### src/hdl/atrlc_pkg.sv
// Package for the AT response line classifier: sizes, character codes,
// match patterns, class codes and the beat struct between the top and the line store.
// No dependencies.
package atrlc_pkg;

  // Line store holds up to LINE_CAPACITY-1 bytes (legal range 9..256).
  localparam int LINE_CAPACITY = 64;
  localparam int StoreCntW     = $clog2(LINE_CAPACITY);
  localparam logic [StoreCntW-1:0] StoreMax = StoreCntW'(LINE_CAPACITY - 1);

  // Text length saturates at 8: no test looks past "8 or more".
  localparam int TxtLenW = 4;
  localparam logic [TxtLenW-1:0] TxtLenSat = 4'd8;

  localparam int WinW = 56;

  localparam logic [7:0] CharLf  = 8'h0A;
  localparam logic [7:0] CharCr  = 8'h0D;
  localparam logic [7:0] CharNul = 8'h00;

  // Patterns packed with the first character in the top byte.
  localparam logic [55:0] PatSendOk     = 56'h53454E44204F4B;  // "SEND OK"
  localparam logic [47:0] PatClosed     = 48'h434C4F534544;    // "CLOSED"
  localparam logic [55:0] PatCommaClose = 56'h2C434C4F534544;  // ",CLOSED"
  localparam logic [39:0] PatError      = 40'h4552524F52;      // "ERROR"
  localparam logic [31:0] PatBusy       = 32'h62757379;        // "busy"

  typedef enum logic [1:0] {
    CLS_NONE    = 2'd0,
    CLS_SEND_OK = 2'd1,
    CLS_CLOSED  = 2'd2,
    CLS_ERROR   = 2'd3
  } line_class_t;

  typedef struct packed {
    logic       take;
    logic [7:0] rx_byte;
  } store_beat_t;

endpackage

### src/hdl/atrlc_byte_if.sv
// Byte channel into the classifier: valid/ready handshake plus one received byte.
// No dependencies.
interface atrlc_byte_if;
  logic       valid;
  logic       ready;
  logic [7:0] rx_byte;

  modport source (output valid, output rx_byte, input ready);
  modport sink (input valid, input rx_byte, output ready);
endinterface

### src/hdl/atrlc_class_if.sv
// Result channel out of the classifier: valid/ready handshake plus a 2-bit line class.
// No dependencies.
interface atrlc_class_if;
  logic       valid;
  logic       ready;
  logic [1:0] line_class;

  modport source (output valid, output line_class, input ready);
  modport sink (input valid, input line_class, output ready);
endinterface

### src/hdl/atrlc_line_store.sv
// Line store state (count, text length, head and tail windows) and line classification.
// Depends on atrlc_pkg.
module atrlc_line_store (
  input  logic                   clk,
  input  logic                   rst_n,
  input  atrlc_pkg::store_beat_t beat,
  output atrlc_pkg::line_class_t line_class
);

  logic [atrlc_pkg::StoreCntW-1:0] stored_cnt_r, stored_cnt_nxt;
  logic [atrlc_pkg::TxtLenW-1:0]   txt_len_r, txt_len_nxt;
  logic                            txt_ended_r, txt_ended_nxt;
  logic [atrlc_pkg::WinW-1:0]      head_r, head_nxt;
  logic [atrlc_pkg::WinW-1:0]      tail_r, tail_nxt;
  logic                            is_lf;
  logic                            keep;

  assign is_lf = (beat.rx_byte == atrlc_pkg::CharLf);
  assign keep  = (beat.rx_byte != atrlc_pkg::CharCr) && (stored_cnt_r < atrlc_pkg::StoreMax);

  // Tests in priority order; an empty line matches nothing.
  always_comb begin
    line_class = atrlc_pkg::CLS_NONE;
    if (is_lf && (stored_cnt_r != '0)) begin
      if (txt_len_r == 4'd7 && head_r == atrlc_pkg::PatSendOk) begin
        line_class = atrlc_pkg::CLS_SEND_OK;
      end else if (txt_len_r == 4'd6 && head_r[55:8] == atrlc_pkg::PatClosed) begin
        line_class = atrlc_pkg::CLS_CLOSED;
      end else if (txt_len_r >= 4'd8 && tail_r == atrlc_pkg::PatCommaClose) begin
        line_class = atrlc_pkg::CLS_CLOSED;
      end else if (txt_len_r == 4'd5 && head_r[55:16] == atrlc_pkg::PatError) begin
        line_class = atrlc_pkg::CLS_ERROR;
      end else if (txt_len_r >= 4'd4 && head_r[55:24] == atrlc_pkg::PatBusy) begin
        line_class = atrlc_pkg::CLS_ERROR;
      end
    end
  end

  always_comb begin
    stored_cnt_nxt = stored_cnt_r;
    txt_len_nxt    = txt_len_r;
    txt_ended_nxt  = txt_ended_r;
    head_nxt       = head_r;
    tail_nxt       = tail_r;
    if (beat.take) begin
      if (is_lf) begin
        stored_cnt_nxt = '0;
        txt_len_nxt    = '0;
        txt_ended_nxt  = 1'b0;
        head_nxt       = '0;
        tail_nxt       = '0;
      end else if (keep) begin
        stored_cnt_nxt = stored_cnt_r + 1'b1;
        if (!txt_ended_r) begin
          if (beat.rx_byte == atrlc_pkg::CharNul) begin
            txt_ended_nxt = 1'b1;
          end else begin
            for (int i = 0; i < 7; i++) begin
              if (txt_len_r == 4'(i)) begin
                head_nxt[8*(6-i) +: 8] = beat.rx_byte;
              end
            end
            tail_nxt = {tail_r[atrlc_pkg::WinW-9:0], beat.rx_byte};
            if (txt_len_r != atrlc_pkg::TxtLenSat) begin
              txt_len_nxt = txt_len_r + 1'b1;
            end
          end
        end
      end
    end
  end

  always_ff @(posedge clk) begin
    if (!rst_n) begin
      stored_cnt_r <= '0;
      txt_len_r    <= '0;
      txt_ended_r  <= 1'b0;
      head_r       <= '0;
      tail_r       <= '0;
    end else begin
      stored_cnt_r <= stored_cnt_nxt;
      txt_len_r    <= txt_len_nxt;
      txt_ended_r  <= txt_ended_nxt;
      head_r       <= head_nxt;
      tail_r       <= tail_nxt;
    end
  end

endmodule

### src/hdl/at_response_line_classifier.sv
// Top level of the AT response line classifier: byte handshake, line store, result skid.
// Depends on atrlc_pkg, atrlc_byte_if, atrlc_class_if and atrlc_line_store.
//
//  channel  | direction | payload             | handshake
//  ---------+-----------+---------------------+-------------------------
//  in_ch    | sink      | rx_byte    [7:0]    | valid/ready, beat on both
//  out_ch   | source    | line_class [1:0]    | valid/ready, beat on both
//
// Every input beat yields exactly one result beat, presented on out_ch the cycle
// after acceptance when the main result slot is free, later while out_ch stalls.
// Throughput is one byte per cycle while out_ch is not stalled: the line store updates in the accept cycle.
// Two result registers (main + skid) let a byte be accepted while a result waits;
// in_ch.ready drops only while the skid register is full.
// rst_n is synchronous, active low; it clears the line store and both result slots.
module at_response_line_classifier (
  input  logic clk,
  input  logic rst_n,
  atrlc_byte_if.sink    in_ch,
  atrlc_class_if.source out_ch
);

  atrlc_pkg::store_beat_t beat;
  atrlc_pkg::line_class_t cls;

  logic        accept;
  logic        pop;
  logic        out_valid_r, out_valid_nxt;
  logic [1:0]  out_cls_r, out_cls_nxt;
  logic        skid_valid_r, skid_valid_nxt;
  logic [1:0]  skid_cls_r, skid_cls_nxt;

  // Accept whenever the skid slot is free; the main slot may still be stalled.
  assign in_ch.ready = !skid_valid_r;
  assign accept      = in_ch.valid && in_ch.ready;
  assign pop         = out_valid_r && out_ch.ready;

  assign beat.take    = accept;
  assign beat.rx_byte = in_ch.rx_byte;

  atrlc_line_store u_store (
    .clk        (clk),
    .rst_n      (rst_n),
    .beat       (beat),
    .line_class (cls)
  );

  // Result slots: the main register drives out_ch, the skid catches a beat
  // that arrives while the main register is stalled.
  always_comb begin
    out_valid_nxt  = out_valid_r;
    out_cls_nxt    = out_cls_r;
    skid_valid_nxt = skid_valid_r;
    skid_cls_nxt   = skid_cls_r;
    if (skid_valid_r) begin
      // No accept possible here; advance the skid once the main slot drains.
      if (pop) begin
        out_cls_nxt    = skid_cls_r;
        skid_valid_nxt = 1'b0;
      end
    end else if (accept) begin
      if (out_valid_r && !pop) begin
        // Main slot stalled: hold the new result in the skid.
        skid_valid_nxt = 1'b1;
        skid_cls_nxt   = 2'(cls);
      end else begin
        out_valid_nxt = 1'b1;
        out_cls_nxt   = 2'(cls);
      end
    end else if (pop) begin
      out_valid_nxt = 1'b0;
    end
  end

  always_ff @(posedge clk) begin
    if (!rst_n) begin
      out_valid_r  <= 1'b0;
      skid_valid_r <= 1'b0;
    end else begin
      out_valid_r  <= out_valid_nxt;
      skid_valid_r <= skid_valid_nxt;
    end
  end

  // Payload registers carry no reset.
  always_ff @(posedge clk) begin
    out_cls_r  <= out_cls_nxt;
    skid_cls_r <= skid_cls_nxt;
  end

  assign out_ch.valid      = out_valid_r;
  assign out_ch.line_class = out_cls_r;

`ifndef SYNTHESIS
  // The skid only fills behind a stalled main slot.
  a_skid_behind_main: assert property (@(posedge clk) disable iff (!rst_n)
    skid_valid_r |-> out_valid_r)
    else $error("skid slot full while main slot empty");

  // Only a line feed can produce a class other than none.
  a_class_on_lf_only: assert property (@(posedge clk) disable iff (!rst_n)
    (accept && cls != atrlc_pkg::CLS_NONE) |-> (in_ch.rx_byte == atrlc_pkg::CharLf))
    else $error("class reported for a byte that is not a line feed");

  // An accepted beat always lands somewhere: a result is pending next cycle.
  a_accept_lands: assert property (@(posedge clk) disable iff (!rst_n)
    accept |=> out_valid_r)
    else $error("accepted beat produced no pending result");

  // A full skid with a draining main slot moves into the main slot.
  a_skid_advance: assert property (@(posedge clk) disable iff (!rst_n)
    (skid_valid_r && pop) |=> (out_valid_r && !skid_valid_r))
    else $error("skid result did not advance");
`endif

endmodule
### src/flat_wrapper.sv
// flat-port wrapper written by rule: the top's interface ports become plain ports
module at_response_line_classifier_flat 
  (clk, rst_n, in_ch_valid, in_ch_rx_byte, in_ch_ready, out_ch_valid, out_ch_line_class, out_ch_ready);
  atrlc_byte_if in_ch_i ();
  atrlc_class_if out_ch_i ();
  input  logic clk;
  input  logic rst_n;
  input wire logic [$bits(in_ch_i.valid)-1:0] in_ch_valid;
  input wire logic [$bits(in_ch_i.rx_byte)-1:0] in_ch_rx_byte;
  output wire logic [$bits(in_ch_i.ready)-1:0] in_ch_ready;
  output wire logic [$bits(out_ch_i.valid)-1:0] out_ch_valid;
  output wire logic [$bits(out_ch_i.line_class)-1:0] out_ch_line_class;
  input wire logic [$bits(out_ch_i.ready)-1:0] out_ch_ready;
  assign in_ch_i.valid = in_ch_valid;
  assign in_ch_i.rx_byte = in_ch_rx_byte;
  assign in_ch_ready = in_ch_i.ready;
  assign out_ch_valid = out_ch_i.valid;
  assign out_ch_line_class = out_ch_i.line_class;
  assign out_ch_i.ready = out_ch_ready;
  at_response_line_classifier u_core (.clk(clk), .rst_n(rst_n), .in_ch(in_ch_i), .out_ch(out_ch_i));
endmodule
### config.mk
export PLATFORM = sky130hd
export DESIGN_NAME = at_response_line_classifier_flat
export DESIGN_NICKNAME = d
export VERILOG_FILES = /design/src/hdl/atrlc_pkg.sv /design/src/hdl/atrlc_byte_if.sv /design/src/hdl/atrlc_class_if.sv /design/src/hdl/atrlc_line_store.sv /design/src/hdl/at_response_line_classifier.sv /design/src/flat_wrapper.sv
export SDC_FILE = /design/constraint.sdc
export NUM_CORES = 1
export LEC_CHECK = 0
export BUFFER_PORTS_ARGS = -buffer_cell sky130_fd_sc_hd__buf_2
export CORE_MARGIN = 2
export CORE_UTILIZATION = 30
export CTS_CLUSTER_SIZE = 25
export DETAILED_ROUTE_END_ITERATION = 8
export PLACE_DENSITY_LB_ADDON = 0.05
export SYNTH_ARGS = -nofsm -noshare
export SYNTH_HDL_FRONTEND = slang
export SYNTH_SLANG_ARGS = --single-unit
export TNS_END_PERCENT = 20
### constraint.sdc
create_clock -name clk -period 2.1 [get_ports clk]
set_input_delay 0.21 -clock clk [delete_from_list [all_inputs] [get_ports clk]]
set_output_delay 0.21 -clock clk [all_outputs]
set_load 0.02 [all_outputs]
==> impl_metrics.ini <==
[status]
status = complete, but fails checks
violations = negative setup slack

[setup_path]
max_stage_delay_ns = 0.64
crit_path_start_kind = register
crit_type = reg -> reg
rr_endpoint = u_core.out_ch.line_class[1]
critPathCapture = u_core.out_ch.line_class[1]
crit_start = u_core.u_store.head_r[35]
cp.depth = 6
rr_worst_depth = 6
arrival_ns = 2.40
worstPathRequired_ns = 2.34
crit_family = simple AND/OR/NAND/NOR gates
rrSetupSlack_ns = -0.06
path_buf_inv = 1
r2r-start = u_core.u_store.head_r[35]
cp_cell_sequence = or4b_2 -> nor4_4 -> buf_4 -> a31oi_1 -> nor2b_2 -> o41ai_2
endpoint_kind = register
crit_fanout = 3
cp_slowest_cell = or4b_2

[drt]
routed_wl_um = 14800
routedWlPerCell_um = 17.2
ant_nets = 0
via_per_inst = 5.05
first_iter_violations = 261
drt_pass1_iterations = 4
via_count = 4356
post-route-drc-count = 0

[floorplanning]
die_h_um = 136
ios = 16
dieArea_mm2 = 0.0185
core_area_mm2 = 0.0172
rows = 48
initial_core_util = 0.305
die_w_um = 136

[power]
p_comb_frac = 0.076
intPower_uw = 4630
clock_power_share = 0.505
seqPwrFrac = 0.420
ir_worst_vdd_mv = 0.572
power.static_leakage_uw = 0.00243
p_per_area_mw_per_mm2 = 922
p_sw_uw = 1500
swShare = 0.245

[job]
maxCapViolCount = 0

[timing]
hold_viol = 0
fmax_mhz = 462
tns_ns = -0.111
fin_crit_ns = 2.16
period_share = 1.03
rsz0062_at_grt = yes
drv_slew = 0
relSlewSlack = 0.692
fin_skew_ns = 0.0103
worst_slew_pin_slew_ns = 0.455
setup_viol = 2
layout_setup_ws_ns = -0.0625
worst_hold_slack_ns = 0.0930

[synthesis]
synth_flop_cell = dfxtp_1
async_flop_share = 0
synth.top_cell.area_share = 0.477
synth_top_cell_by_area = dfxtp_1
ys_seq_area_frac = 0.500
ys_warn_count = 0
synth_edf_count = 4
ys_types = 54
synth_cells = 568
ys_ff_latch = 129
synth_area_mm2 = 0.00524
synthTopCellsByArea = dfxtp_1, nand3_1, a22o_1
synth_nets = 586
postSynthAreaPerCell_um2 = 9.23

[clocking]
htreeDepth = 4
cts_hold_buf = 0
cts_sinks = 129
root_buffer = clkbuf_16
clk_pin_slew_ns = 0.06
cts-buffers-inserted = 17
cts_tree = done
post_cts_buffers = 0
clkLatencyLatePin_ns = 0.42
clk_path_buf_depth = 2

[placement]
detailed_place_hpwl_um = 10800
gp_congestion = 0.859
numPortBuffers = 15
dpl_cell_area_mm2 = 0.00598
dp.cells = 831

[global_route]
grt-ovfl-total = 0
grt_max_degree = 43
track_usage = 0.170
grt_first_pass_wirelength_um = 23600
antenna_found_initial = 0
first_global_vias = 4329

[worst_hold_path]
hold_start = in_ch_valid
hold_path_class = in -> reg

[cells_and_area]
drive_gt1_frac = 0.205
finalNonFillerCells = 863
multi_input_area_mm2 = 0.00248
finish.instance_area_mm2 = 0.00666
syn_to_final_growth_pct = 26.9
antennaDiodeCount = 0
nets = 643
ff_latch_area_mm2 = 0.00262
fillers = 1760
## registers in the layout, indices dropped and copies added (netlist names)
register and count:
u_core.u_store.head_r 56, u_core.u_store.tail_r 56, u_core.u_store.stored_cnt_r 6, u_core.skid_valid_r 1, u_core.out_ch.line_class 2, u_core.u_store.txt_ended_r 1, u_core.skid_cls_r 2, u_core.u_store.txt_len_r 4
u_core.out_ch.valid 1
## power by group through the flow
stage | Sequential, uW | Combinational, uW | Clock [uW]
finish | 2570 | 466 | 3090
global route | 2580 | 513 | 3290
CTS | 2570 | 470 | 3160
detailed placement | 2630 | 469 | 0
global placement | 2620 | 465 | 0
floorplan | 2620 | 245 | 0
## worst min path at each step
stage	to	slack, ns	cells past startpoint
after floorplan	u_core.u_store.head_r[10]	0.34	2
after global placement	u_core.u_store.head_r[54]	0.45	2
after detailed placement	u_core.u_store.head_r[13]	0.45	2
after CTS	u_core.skid_valid_r	0.08	3
after global routing	u_core.skid_valid_r	0.1	4
final	u_core.skid_valid_r	0.09	3
## stage by stage
| step | util | power (uW) | setup WS [ns] |
|---|---|---|---|
| finish | 0.387 | 6130 | -0.0625 |
| CTS | 0.386 | 6200 | -0.0556 |
| floorplan | - | 2860 | 0.107 |
| global placement | 0.348 | 3090 | -0.188 |
| global route | 0.387 | 6390 | -0.113 |
| detailed placement | 0.348 | 3090 | -0.155 |
## per-layer routing
| metal | GRT usage | part of all wire |
|---|---|---|
| met4 | 0.0648 | 0.016 |
| met2 | 0.276 | 0.48 |
| met1 | 0.219 | 0.48 |
| met3 | 0.0377 | 0.028 |
| met5 | 0 | 0 |
## cells in the mapped netlist, types with 8 or more instances
library cell  count
clkbuf_1         12
a21boi_0         18
nand2_1          66
nor2_1           19
nand4_1          12
nor4bb_1         10
nand3_1          72
a21oi_1          10
buf_2            19
nor2b_1           8
a22o_1           40
dfxtp_1         125
o21ai_0          60
## what timing repair did
action                                 CTS  global route
cloned                                   0             0
resized for setup                        5             7
endpoints found under the hold margin    0             0
setup endpoints to repair                4             4
pin swaps                                1             1
## cells by family (layout without fill, tap and decap cells)
kind of cell,after synthesis,count (layout),share of synthesized area
XOR/XNOR,7,7,0.0117
adder cells (fa/ha/maj),6,6,0.0143
AO/OA/AOI/OAI,148,148,0.191
buffers and inverters,44,114,0.0382
flip-flops,129,129,0.500
AND/OR/NAND/NOR,234,234,0.245
## cells in the final DEF (no fill, tap or decap), types with 8 or more instances in the layout
| cell type | netlist | final |
|---|---|---|
| nor4bb_1 | 10 | 8 |
| a21boi_0 | 18 | 18 |
| a21oi_1 | 10 | 8 |
| a22o_1 | 40 | 40 |
| dfxtp_1 | 125 | 124 |
| nor2_1 | 19 | 18 |
| nand2_1 | 66 | 66 |
| buf_12 | 0 | 8 |
| buf_4 | 1 | 53 |
| clkbuf_16 | 0 | 17 |
| buf_2 | 19 | 14 |
| o21ai_0 | 60 | 60 |
| nand3_1 | 72 | 72 |
| nand4_1 | 12 | 12 |
## final cells by class
class | count | area share
sequential | 129 | 0.394
multi-input combinational | 395 | 0.372
timing repair buffer | 75 | 0.0944
clock buffer | 18 | 0.0660
tap | 225 | 0.0423
clock inverter | 14 | 0.0269
inverter | 7 | 0.00395
## worst register-to-register path: stages (launching register included)
cell,delay (ns)
dfxtp_1,0.38
or4b_2,0.65
nor4_4,0.27
buf_4,0.16
a31oi_1,0.14
nor2b_2,0.21
o41ai_2,0.19
(Power assumes the default switching activity.)
